### config.mk
export PLATFORM = sky130hd
export DESIGN_NAME = sha256_stream_hasher
export DESIGN_NICKNAME = d
export VERILOG_FILES = /design/src/hw/rtl/sha_pkg.sv /design/src/hw/rtl/sha_dp.sv /design/src/hw/rtl/sha_ctrl.sv /design/src/hw/rtl/sha256_stream_hasher.sv
export SDC_FILE = /design/constraint.sdc
export NUM_CORES = 2
export LEC_CHECK = 0
export BUFFER_PORTS_ARGS = -buffer_cell sky130_fd_sc_hd__buf_2
export CAP_MARGIN = 20
export CORE_AREA = 3 3 465 467
export CTS_CLUSTER_DIAMETER = 200
export DETAILED_ROUTE_END_ITERATION = 8
export DIE_AREA = 0 0 468 470
export GPL_ROUTABILITY_DRIVEN = 0
export MAX_ROUTING_LAYER = met4
export REMOVE_ABC_BUFFERS = 1
export SYNTH_ARGS = -nofsm -noshare
export SYNTH_HDL_FRONTEND = slang
export SYNTH_SLANG_ARGS = --single-unit
### constraint.sdc
create_clock -name clk -period 45.2 [get_ports clk]
set_input_delay 4.52 -clock clk [delete_from_list [all_inputs] [get_ports clk]]
set_output_delay 4.52 -clock clk [all_outputs]
set_load 0.1 [all_outputs]
### src/hw/rtl/sha_pkg.sv
// Shared types, round constants and initial hash values for the SHA-256 hasher.
`default_nettype none
package sha_pkg;

  typedef struct packed {
    logic [7:0] data_byte;
    logic       has_byte;
    logic       last;
  } in_t;

  typedef struct packed {
    logic [31:0] digest_word;
    logic [2:0]  word_index;
    logic        last_word;
  } out_t;

  typedef enum logic [1:0] {
    SEL_DATA,
    SEL_MARK,
    SEL_ZERO,
    SEL_LEN
  } sel_t;

  typedef struct packed {
    logic       shift;
    sel_t       sel;
    logic       load_v;
    logic       round;
    logic [5:0] rnd;
    logic       add;
    logic       clear;
    logic [2:0] idx;
  } cmd_t;

  typedef struct packed {
    logic [5:0] fill;
  } sts_t;

  localparam logic [5:0] FILL_LAST = 6'd63;
  localparam logic [5:0] LEN_POS   = 6'd56;
  localparam logic [5:0] RND_LAST  = 6'd63;
  localparam logic [2:0] IDX_LAST  = 3'd7;
  localparam logic [7:0] PAD_MARK  = 8'h80;

  localparam logic [31:0] HASH_IV [0:7] = '{
    32'h6a09e667, 32'hbb67ae85, 32'h3c6ef372, 32'ha54ff53a,
    32'h510e527f, 32'h9b05688c, 32'h1f83d9ab, 32'h5be0cd19
  };

  localparam logic [31:0] ROUND_K [0:63] = '{
    32'h428a2f98, 32'h71374491, 32'hb5c0fbcf, 32'he9b5dba5,
    32'h3956c25b, 32'h59f111f1, 32'h923f82a4, 32'hab1c5ed5,
    32'hd807aa98, 32'h12835b01, 32'h243185be, 32'h550c7dc3,
    32'h72be5d74, 32'h80deb1fe, 32'h9bdc06a7, 32'hc19bf174,
    32'he49b69c1, 32'hefbe4786, 32'h0fc19dc6, 32'h240ca1cc,
    32'h2de92c6f, 32'h4a7484aa, 32'h5cb0a9dc, 32'h76f988da,
    32'h983e5152, 32'ha831c66d, 32'hb00327c8, 32'hbf597fc7,
    32'hc6e00bf3, 32'hd5a79147, 32'h06ca6351, 32'h14292967,
    32'h27b70a85, 32'h2e1b2138, 32'h4d2c6dfc, 32'h53380d13,
    32'h650a7354, 32'h766a0abb, 32'h81c2c92e, 32'h92722c85,
    32'ha2bfe8a1, 32'ha81a664b, 32'hc24b8b70, 32'hc76c51a3,
    32'hd192e819, 32'hd6990624, 32'hf40e3585, 32'h106aa070,
    32'h19a4c116, 32'h1e376c08, 32'h2748774c, 32'h34b0bcb5,
    32'h391c0cb3, 32'h4ed8aa4a, 32'h5b9cca4f, 32'h682e6ff3,
    32'h748f82ee, 32'h78a5636f, 32'h84c87814, 32'h8cc70208,
    32'h90befffa, 32'ha4506ceb, 32'hbef9a3f7, 32'hc67178f2
  };

endpackage
`default_nettype wire

### src/hw/rtl/sha_dp.sv
// SHA-256 datapath: message window, round variables, hash words and length.
`default_nettype none
module sha_dp (
  input  wire logic          clk,
  input  wire logic          rst_n,
  input  wire sha_pkg::cmd_t cmd,
  input  wire logic [7:0]    data_byte,
  output sha_pkg::sts_t      sts,
  output sha_pkg::out_t      out_data
);
  import sha_pkg::*;

  function automatic logic [31:0] big_s0(input logic [31:0] x);
    return {x[1:0], x[31:2]} ^ {x[12:0], x[31:13]} ^ {x[21:0], x[31:22]};
  endfunction
  function automatic logic [31:0] big_s1(input logic [31:0] x);
    return {x[5:0], x[31:6]} ^ {x[10:0], x[31:11]} ^ {x[24:0], x[31:25]};
  endfunction
  function automatic logic [31:0] sml_s0(input logic [31:0] x);
    return {x[6:0], x[31:7]} ^ {x[17:0], x[31:18]} ^ {3'b000, x[31:3]};
  endfunction
  function automatic logic [31:0] sml_s1(input logic [31:0] x);
    return {x[16:0], x[31:17]} ^ {x[18:0], x[31:19]} ^ {10'd0, x[31:10]};
  endfunction

  logic [511:0] msg_r;
  logic [31:0]  hash_r [0:7];
  logic [31:0]  v_r    [0:7];
  logic [63:0]  bitlen_r;
  logic [5:0]   fill_r;

  logic [7:0]  byte_in;
  logic [31:0] w0, w1, w9, w14, w_new;
  logic [31:0] t1, t2, ch, maj;

  always_comb begin
    unique case (cmd.sel)
      SEL_DATA: byte_in = data_byte;
      SEL_MARK: byte_in = PAD_MARK;
      SEL_ZERO: byte_in = 8'h00;
      SEL_LEN:  byte_in = 8'(bitlen_r >> {~fill_r[2:0], 3'b000});
      default:  byte_in = 8'h00;
    endcase
  end

  // Window word k sits at msg_r[511-32k -: 32]; word 0 is the oldest.
  assign w0    = msg_r[511:480];
  assign w1    = msg_r[479:448];
  assign w9    = msg_r[223:192];
  assign w14   = msg_r[63:32];
  assign w_new = sml_s1(w14) + w9 + sml_s0(w1) + w0;

  assign ch  = (v_r[4] & v_r[5]) ^ (~v_r[4] & v_r[6]);
  assign maj = (v_r[0] & v_r[1]) ^ (v_r[0] & v_r[2]) ^ (v_r[1] & v_r[2]);
  assign t1  = v_r[7] + big_s1(v_r[4]) + ch + ROUND_K[cmd.rnd] + w0;
  assign t2  = big_s0(v_r[0]) + maj;

  always_ff @(posedge clk) begin
    if (!rst_n) begin
      fill_r   <= '0;
      bitlen_r <= '0;
      for (int i = 0; i < 8; i++) hash_r[i] <= HASH_IV[i];
    end else begin
      if (cmd.shift) begin
        msg_r  <= {msg_r[503:0], byte_in};
        fill_r <= fill_r + 6'd1;
        if (cmd.sel == SEL_DATA) bitlen_r <= bitlen_r + 64'd8;
      end
      if (cmd.load_v) begin
        for (int i = 0; i < 8; i++) v_r[i] <= hash_r[i];
      end
      if (cmd.round) begin
        msg_r  <= {msg_r[479:0], w_new};
        v_r[7] <= v_r[6];
        v_r[6] <= v_r[5];
        v_r[5] <= v_r[4];
        v_r[4] <= v_r[3] + t1;
        v_r[3] <= v_r[2];
        v_r[2] <= v_r[1];
        v_r[1] <= v_r[0];
        v_r[0] <= t1 + t2;
      end
      if (cmd.add) begin
        for (int i = 0; i < 8; i++) hash_r[i] <= hash_r[i] + v_r[i];
      end
      if (cmd.clear) begin
        bitlen_r <= '0;
        for (int i = 0; i < 8; i++) hash_r[i] <= HASH_IV[i];
      end
    end
  end

  assign sts.fill             = fill_r;
  assign out_data.digest_word = hash_r[cmd.idx];
  assign out_data.word_index  = cmd.idx;
  assign out_data.last_word   = (cmd.idx == IDX_LAST);

endmodule
`default_nettype wire

### src/hw/rtl/sha_ctrl.sv
// SHA-256 controller: byte intake, padding sequence, round count and digest output.
`default_nettype none
module sha_ctrl (
  input  wire logic          clk,
  input  wire logic          rst_n,
  input  wire logic          in_valid,
  output logic               in_stall,
  input  wire sha_pkg::in_t  in_data,
  output logic               out_valid,
  input  wire logic          out_stall,
  input  wire sha_pkg::sts_t sts,
  output sha_pkg::cmd_t      cmd
);
  import sha_pkg::*;

  typedef enum logic [2:0] {
    ST_IDLE,
    ST_PAD,
    ST_ROUND,
    ST_ADD,
    ST_OUT
  } state_t;

  state_t     state_r, state_nxt;
  logic [5:0] rnd_r, rnd_nxt;
  logic [2:0] idx_r, idx_nxt;
  logic       pad_r, pad_nxt;
  logic       mark_r, mark_nxt;
  logic       lenblk_r, lenblk_nxt;
  logic       fin_r, fin_nxt;
  logic       out_valid_r, out_valid_nxt;

  always_comb begin
    state_nxt     = state_r;
    rnd_nxt       = rnd_r;
    idx_nxt       = idx_r;
    pad_nxt       = pad_r;
    mark_nxt      = mark_r;
    lenblk_nxt    = lenblk_r;
    fin_nxt       = fin_r;
    out_valid_nxt = out_valid_r;
    cmd           = '0;
    cmd.sel       = SEL_DATA;
    cmd.rnd       = rnd_r;
    cmd.idx       = idx_r;
    unique case (state_r)
      ST_IDLE: begin
        if (in_valid) begin
          if (in_data.last) begin
            pad_nxt   = 1'b1;
            mark_nxt  = 1'b0;
            fin_nxt   = 1'b0;
            state_nxt = ST_PAD;
          end
          if (in_data.has_byte) begin
            cmd.shift = 1'b1;
            if (sts.fill == FILL_LAST) begin
              cmd.load_v = 1'b1;
              rnd_nxt    = '0;
              fin_nxt    = 1'b0;
              state_nxt  = ST_ROUND;
            end
          end
        end
      end
      ST_PAD: begin
        cmd.shift = 1'b1;
        if (!mark_r) begin
          cmd.sel    = SEL_MARK;
          mark_nxt   = 1'b1;
          lenblk_nxt = (sts.fill < LEN_POS);
        end else if (lenblk_r && sts.fill >= LEN_POS) begin
          cmd.sel = SEL_LEN;
        end else begin
          cmd.sel = SEL_ZERO;
        end
        if (sts.fill == FILL_LAST) begin
          cmd.load_v = 1'b1;
          rnd_nxt    = '0;
          fin_nxt    = mark_r && lenblk_r;
          state_nxt  = ST_ROUND;
        end
      end
      ST_ROUND: begin
        cmd.round = 1'b1;
        rnd_nxt   = rnd_r + 6'd1;
        if (rnd_r == RND_LAST) state_nxt = ST_ADD;
      end
      ST_ADD: begin
        cmd.add = 1'b1;
        if (fin_r) begin
          idx_nxt       = '0;
          out_valid_nxt = 1'b1;
          state_nxt     = ST_OUT;
        end else if (pad_r) begin
          // the length always lands in the block after an overflow block
          lenblk_nxt = 1'b1;
          state_nxt  = ST_PAD;
        end else begin
          state_nxt = ST_IDLE;
        end
      end
      ST_OUT: begin
        if (!out_stall) begin
          idx_nxt = idx_r + 3'd1;
          if (idx_r == IDX_LAST) begin
            cmd.clear     = 1'b1;
            out_valid_nxt = 1'b0;
            pad_nxt       = 1'b0;
            fin_nxt       = 1'b0;
            state_nxt     = ST_IDLE;
          end
        end
      end
      default: state_nxt = ST_IDLE;
    endcase
  end

  always_ff @(posedge clk) begin
    if (!rst_n) begin
      state_r     <= ST_IDLE;
      rnd_r       <= '0;
      idx_r       <= '0;
      pad_r       <= 1'b0;
      mark_r      <= 1'b0;
      lenblk_r    <= 1'b0;
      fin_r       <= 1'b0;
      out_valid_r <= 1'b0;
    end else begin
      state_r     <= state_nxt;
      rnd_r       <= rnd_nxt;
      idx_r       <= idx_nxt;
      pad_r       <= pad_nxt;
      mark_r      <= mark_nxt;
      lenblk_r    <= lenblk_nxt;
      fin_r       <= fin_nxt;
      out_valid_r <= out_valid_nxt;
    end
  end

  assign in_stall  = (state_r != ST_IDLE);
  assign out_valid = out_valid_r;

  a_no_in_during_out: assert property (@(posedge clk) disable iff (!rst_n)
    out_valid_r |-> in_stall)
    else $error("input open while digest words pending");

  a_add_after_round63: assert property (@(posedge clk) disable iff (!rst_n)
    (state_r == ST_ROUND && rnd_r == RND_LAST) |=> (state_r == ST_ADD))
    else $error("compression did not finish after round 63");

  a_idx_hold: assert property (@(posedge clk) disable iff (!rst_n)
    (out_valid_r && out_stall) |=> (out_valid_r && $stable(idx_r)))
    else $error("digest word index moved while stalled");

  a_fin_needs_pad: assert property (@(posedge clk) disable iff (!rst_n)
    fin_r |-> (pad_r && mark_r))
    else $error("final block flagged without padding");

endmodule
`default_nettype wire

### src/hw/rtl/sha256_stream_hasher.sv
// SHA-256 stream hasher top level: controller plus datapath.
//
// Input channel (in_valid / in_stall / in_data): one message byte per beat.
// has_byte marks a real byte; last ends the message, and a beat with last and
// no byte finishes it without adding one (the empty message works this way).
// in_stall is high whenever the block is busy.
// Every 64th byte starts a compression: 64 rounds, one per cycle, on the
// single shared round unit, then a step that folds the round variables
// into the hash words; no further byte is taken until that step is done.
// On last, padding bytes shift in one per cycle (up to 64, or up to 72 when
// the length spills into an extra block), each full block compressed as above.
// Output channel (out_valid / out_stall / out_data): eight digest words,
// index 0 first, last_word on the eighth. Each word holds while out_stall is
// high; no input beat is taken until the eighth word is delivered, after which
// the hash words return to their initial values and the length clears.
// Reset: synchronous, active low; hash words take the initial values, byte
// count and bit length clear, both channels go idle.
`default_nettype none
module sha256_stream_hasher (
  input  wire logic         clk,
  input  wire logic         rst_n,
  input  wire logic         in_valid,
  output logic              in_stall,
  input  wire sha_pkg::in_t in_data,
  output logic              out_valid,
  input  wire logic         out_stall,
  output sha_pkg::out_t     out_data
);
  import sha_pkg::*;

  cmd_t cmd;
  sts_t sts;

  // sequence bytes, padding, rounds and digest beats
  sha_ctrl u_ctrl (
    .clk       (clk),
    .rst_n     (rst_n),
    .in_valid  (in_valid),
    .in_stall  (in_stall),
    .in_data   (in_data),
    .out_valid (out_valid),
    .out_stall (out_stall),
    .sts       (sts),
    .cmd       (cmd)
  );

  // hold the 512-bit window, round variables, hash words and bit length
  sha_dp u_dp (
    .clk       (clk),
    .rst_n     (rst_n),
    .cmd       (cmd),
    .data_byte (in_data.data_byte),
    .sts       (sts),
    .out_data  (out_data)
  );

endmodule
`default_nettype wire

# Word-level counts from Yosys, hierarchy flattened
# Memory sizes are Yosys's and may differ from the RTL's. A register that Yosys moved wholly into a read port is not among the register bits.
# Cells that the tools add are included.
# totals
regBits,599
latch_bits,0
ram_bits,512
rom_bits,2048
elab_cells,225
n_memories,3
# op_classes
n_addsub,22
multipliers,0
n_div,0
order_cmp,3
n_eq_ne,21
shift,1
muxes,97
bitwise,44
reduce_logical,23
# mem_list
name,words,width,rd,rd_ports_with_merged_regs,wr,line,rtl
(name not given),64,32,1,0,0,sha_dp.sv:55,assign t1 = v_r[7] + big_s1(v_r[4]) + ch + ROUND_K[cmd.rnd] + w0;
u_dp.hash_r,8,32,9,1,8,sha_dp.sv:27,logic [31:0] hash_r [0:7];
u_dp.v_r,8,32,8,0,8,sha_dp.sv:28,logic [31:0] v_r [0:7];
# op_table
cell,count
$mux W512,2
$mux W32,26
$add A32 B32 Y32,18
$xor A32 B32 Y32,9
$and A32 B32 Y32,5
$add A64 B4 Y64 const B,1
$shr A64 B6 Y8,1
$mux W1,40
$mux W3,13
$not A32 Y32,1
$pmux W8 S4,1
$xor A32 B22 Y32,1
$xor A32 B29 Y32,1
$or A1 B1 Y1,24
$mux W6,3
$pmux W6 S3,1
$pmux W3 S5,1
$reduce_and A5 Y1,3
$ne A2 B2 Y1 const B,7
$add A6 B1 Y6 const B,2
$eq A6 B6 Y1 const B,2
$pmux W1 S2,6
$reduce_bool A2 Y1,5
$reduce_and A3 Y1,3
other kinds (23),35

# Logic depth before layout (Yosys ltp)
# depth
ltp_word,9
ltp_mapped,41
ltp_nobuf,39

# By module
# Synthesis repeated with hierarchy kept, for this count alone.
# unflattened
hier_cells,6881
hier_area_um2,74850.5
# modules_own_cells
module,instances,cells_per_inst,area_each_um2,seq_area_each_um2
sha_dp,1,6760,73880.9,30809.5
sha_ctrl,1,121,969.7,340.3

# Least setup slack after synthesis
# No wires, ideal clock.
# synth_timing
kind,in2reg
start,in in_valid
end,mem u_dp.v_r[0][0] (enable)
setup_time_ns,1.262
arrival_ns,35.544
setup_slack_ns,8.394
cell_stages,4
path_buffers,0
path_cell_list,a21oi_1 -> nor3_1 -> o21a_1 -> a21boi_0
# synth_rtl
element,line,rtl
start: declaration,sha256_stream_hasher.sv:22,"input wire logic in_valid,"
end: declaration,sha_dp.sv:28,

==> summary.txt <==
Yosys reg bits - 1111
Most used cell, CP - fa_1
Synth Area in Simple Gates - 0.188
Commonest non-fill, non-tap cells in the layout - nand2_1 (2477), edfxtp_1 (896), a21oi_1 (438)
DR pass1 iterations - 9
Fin crit period - 10.71 ns
Die Area - 0.220 mm^2
Most common library cell in the layout ignoring fill and taps - nand2_1
Critical path class - register to register
First-pass GRT wire length - 345000 um
CP Data Required Time - 45.75 ns
Starting density of the core - 0.350
Setup Fix Bufs, Post-CTS - 0
Port buffer count - 51
Sink Count - 1111
CP Depth - 33
PwrDens - 32.9 mW/mm^2
Yosys warning count - 0
FF-to-FF path depth - 33
Worst Path Arrival - 11.26 ns
Layout cell share with drive strength beyond 1 - 0.0635
Top-area cell type share of the netlist area - 0.362
Total CTS buffers - 131
Die width - 468 um
Core Footprint - 0.212 mm^2
Synth Area in XOR/XNOR - 0.0710
Total gr overflow - 0
Post-Syn Instances - 8075
Buf+Inv Stages, Crit Path - 5
Adder-Cell Fraction of Synth Area - 0.123
Post-DP HPWL - 165000 um
Hold crit path type - register to register
Syn_area_per_cell - 9.21 um^2
ANT nets after route - 0
Slew Limit Fails - 0
Hold depth - 2
Total of fill cells in the finished design - 20900
Outcome - complete, no violations
Hold WS - 0.463 ns
Crit. End Element - register
Cell area after synthesis - 0.0743 mm^2
Compound-gate portion of the synthesized area - 0.123
Post-route DRC - 0
Placement Rows - 169
Clock Skew - 0.0297 ns
Ports - 52
Rel. slew slack - 0.151
Final core occ - 0.384
Mux share of post-synthesis cell area - 0.0383
PnR Total Power - 2.68 mW
Post-synth EDFFs - 896
Worst IR Drop VDD - 0.0409 mV
Max Clock Freq - 93.4 MHz
Worst slew pin tran - 1.27 ns
Chip height - 470 um
Total Routed Length - 227000 um
CP startpoint kind - register
Final Hold Violating Endpoints - 0
Tot GR Track Use - 0.207
Unrepaired setup endpoints after global routing - false
CP max stage delay - 0.93 ns
Leak pwr - 32.2 nW
Clock-pin slew on the worst setup and hold paths - 0.06 ns
Clk buf depth - 3
Fin nets - 8479
Final Cycle Share - 0.237
Final Cell Area - 0.0813 mm^2
Post_cts resized - 0
Max stage delay cell, worst path - dfxtp_1
Largest family of logic cells by synthesized area - simple AND/OR/NAND/NOR gates
Root buf cell - clkbuf_16
Area grow syn2layout - 9.43%
Synth async-reset ratio - 0
Worst skew pair latency - 0.81 ns
H-tree depth - 4
Drt wl/cell - 21.0 um
Top delay family on crit path - compound AO/OA/AOI/OAI gates
Hold_buf cts - 0
Post-synth top flop - edfxtp_1
Sequential share of the synthesized area - 0.420
Vias in the first global route - 56000
Cell Area, Placed - 0.0770 mm^2
Largest net degree at the start of global routing - 201
Top cells by area, synth - edfxtp_1 (36%), nand2_1 (13%), ha_1 (6.7%), dfxtp_1 (5.8%), fa_1 (5.3%)
Synth cell types - 86
Max-capacitance violation count - 0
Vias per cell - 5.47
Final setup vio count - 0
Via count - 59100
Largest area contributor in the netlist - edfxtp_1
Initial antenna violation count - 6
Initial DRC Count - 6687
CTS tree - done
Worst-path maximum fanout - 23
==> routing by layer <==
layer / vias to the layer above / track usage / part of all wire
li1: 27500 / - / -
met1: 28700 / 0.291 / 0.45
met2: 2473 / 0.295 / 0.43
met3: 486 / 0.0397 / 0.086
met4: 0 / 0.0759 / 0.040
met5: - / - / 0
==> tightest hold or removal path, cell delays in order (launching register included) <==
cell and delay (ns):
dfxtp_1 0.29, inv_1 0.06, a21oi_1 0.06
==> where the power goes <==
group / switching [mW] / total, mW / internal [mW]
Sequential: 0.0283 / 1.16 / 1.13
Clock: 0.462 / 1.06 / 0.601
Combinational: 0.276 / 0.451 / 0.176
==> synthesized netlist by cell type, drive strengths merged (42+ instances only) <==
library cell / number
a211oi: 64
a21o: 184
a21oi: 438
a31oi: 43
and3: 45
buf: 45
clkbuf: 412
dfxtp: 215
edfxtp: 896
fa: 195
ha: 399
inv: 258
mux2: 60
mux4: 85
nand2: 2480
nand2b: 79
nand3: 108
nand4: 42
nor2: 334
nor2b: 57
nor3: 104
o211ai: 46
o21a: 51
o21ai: 379
o21bai: 45
xnor2: 404
xor2: 199
==> state kept, by name, indices dropped and copies added (netlist names), named ones only <==
name	flops
u_ctrl.pad_r	1
u_ctrl.fin_r	1
u_dp.hash_r	256
u_ctrl.mark_r	1
u_ctrl.state_r	3
u_dp.sts	6
u_dp.v_r	256
u_dp.bitlen_r	61
u_ctrl.idx_r	3
u_dp.msg_r	512
u_ctrl.lenblk_r	1
u_ctrl.out_valid	1
u_ctrl.rnd_r	6
==> cell families after synthesis <==
kind of cell,count (synthesis)
and+or+nand+nor,3388
xor gates and xnor gates,603
DFF,1111
AOI/OAI and AO/OA,1464
adders and majority gates,620
muxes,171
buffers and inverters,718
==> layout make-up <==
cell class | instances | area [um^2] | share of cell area
clock inverter | 64 | 626 | 0.00769
inverter | 261 | 982 | 0.0121
tap | 2821 | 3530 | 0.0434
antenna | 3 | 7.51 | 0.0000923
clock buffer | 176 | 3630 | 0.0446
sequential | 1111 | 31200 | 0.384
multi-input combinational | 6246 | 40500 | 0.498
timing repair buffer | 120 | 871 | 0.0107
==> through the flow <==
stage / worst slack [ns] / setup TNS (ns) / instances
finish: 34.49 / 0 / 10800
detailed placement: 34.74 / 0 / 10600
CTS: 34.69 / 0 / 10800
global route: 33.98 / 0 / 10800
global placement: 34.94 / 0 / 10600
floorplan: -14.04 / -5217.45 / 7618
==> worst paths after layout <==
path                                     start                   endpoint  slack, ns
setup / recovery  u_ctrl.rnd_r[1]$_SDFFE_PN0P_  u_dp.v_r[0][26]$_DFFE_PP_      34.49
hold / removal       u_ctrl.pad_r$_SDFFE_PN0P_  u_ctrl.pad_r$_SDFFE_PN0P_       0.46
setup reg to reg  u_ctrl.rnd_r[1]$_SDFFE_PN0P_  u_dp.v_r[0][26]$_DFFE_PP_      34.49
hold reg to reg      u_ctrl.pad_r$_SDFFE_PN0P_  u_ctrl.pad_r$_SDFFE_PN0P_       0.46
Note: power is estimated with default switching activity, not from simulation.
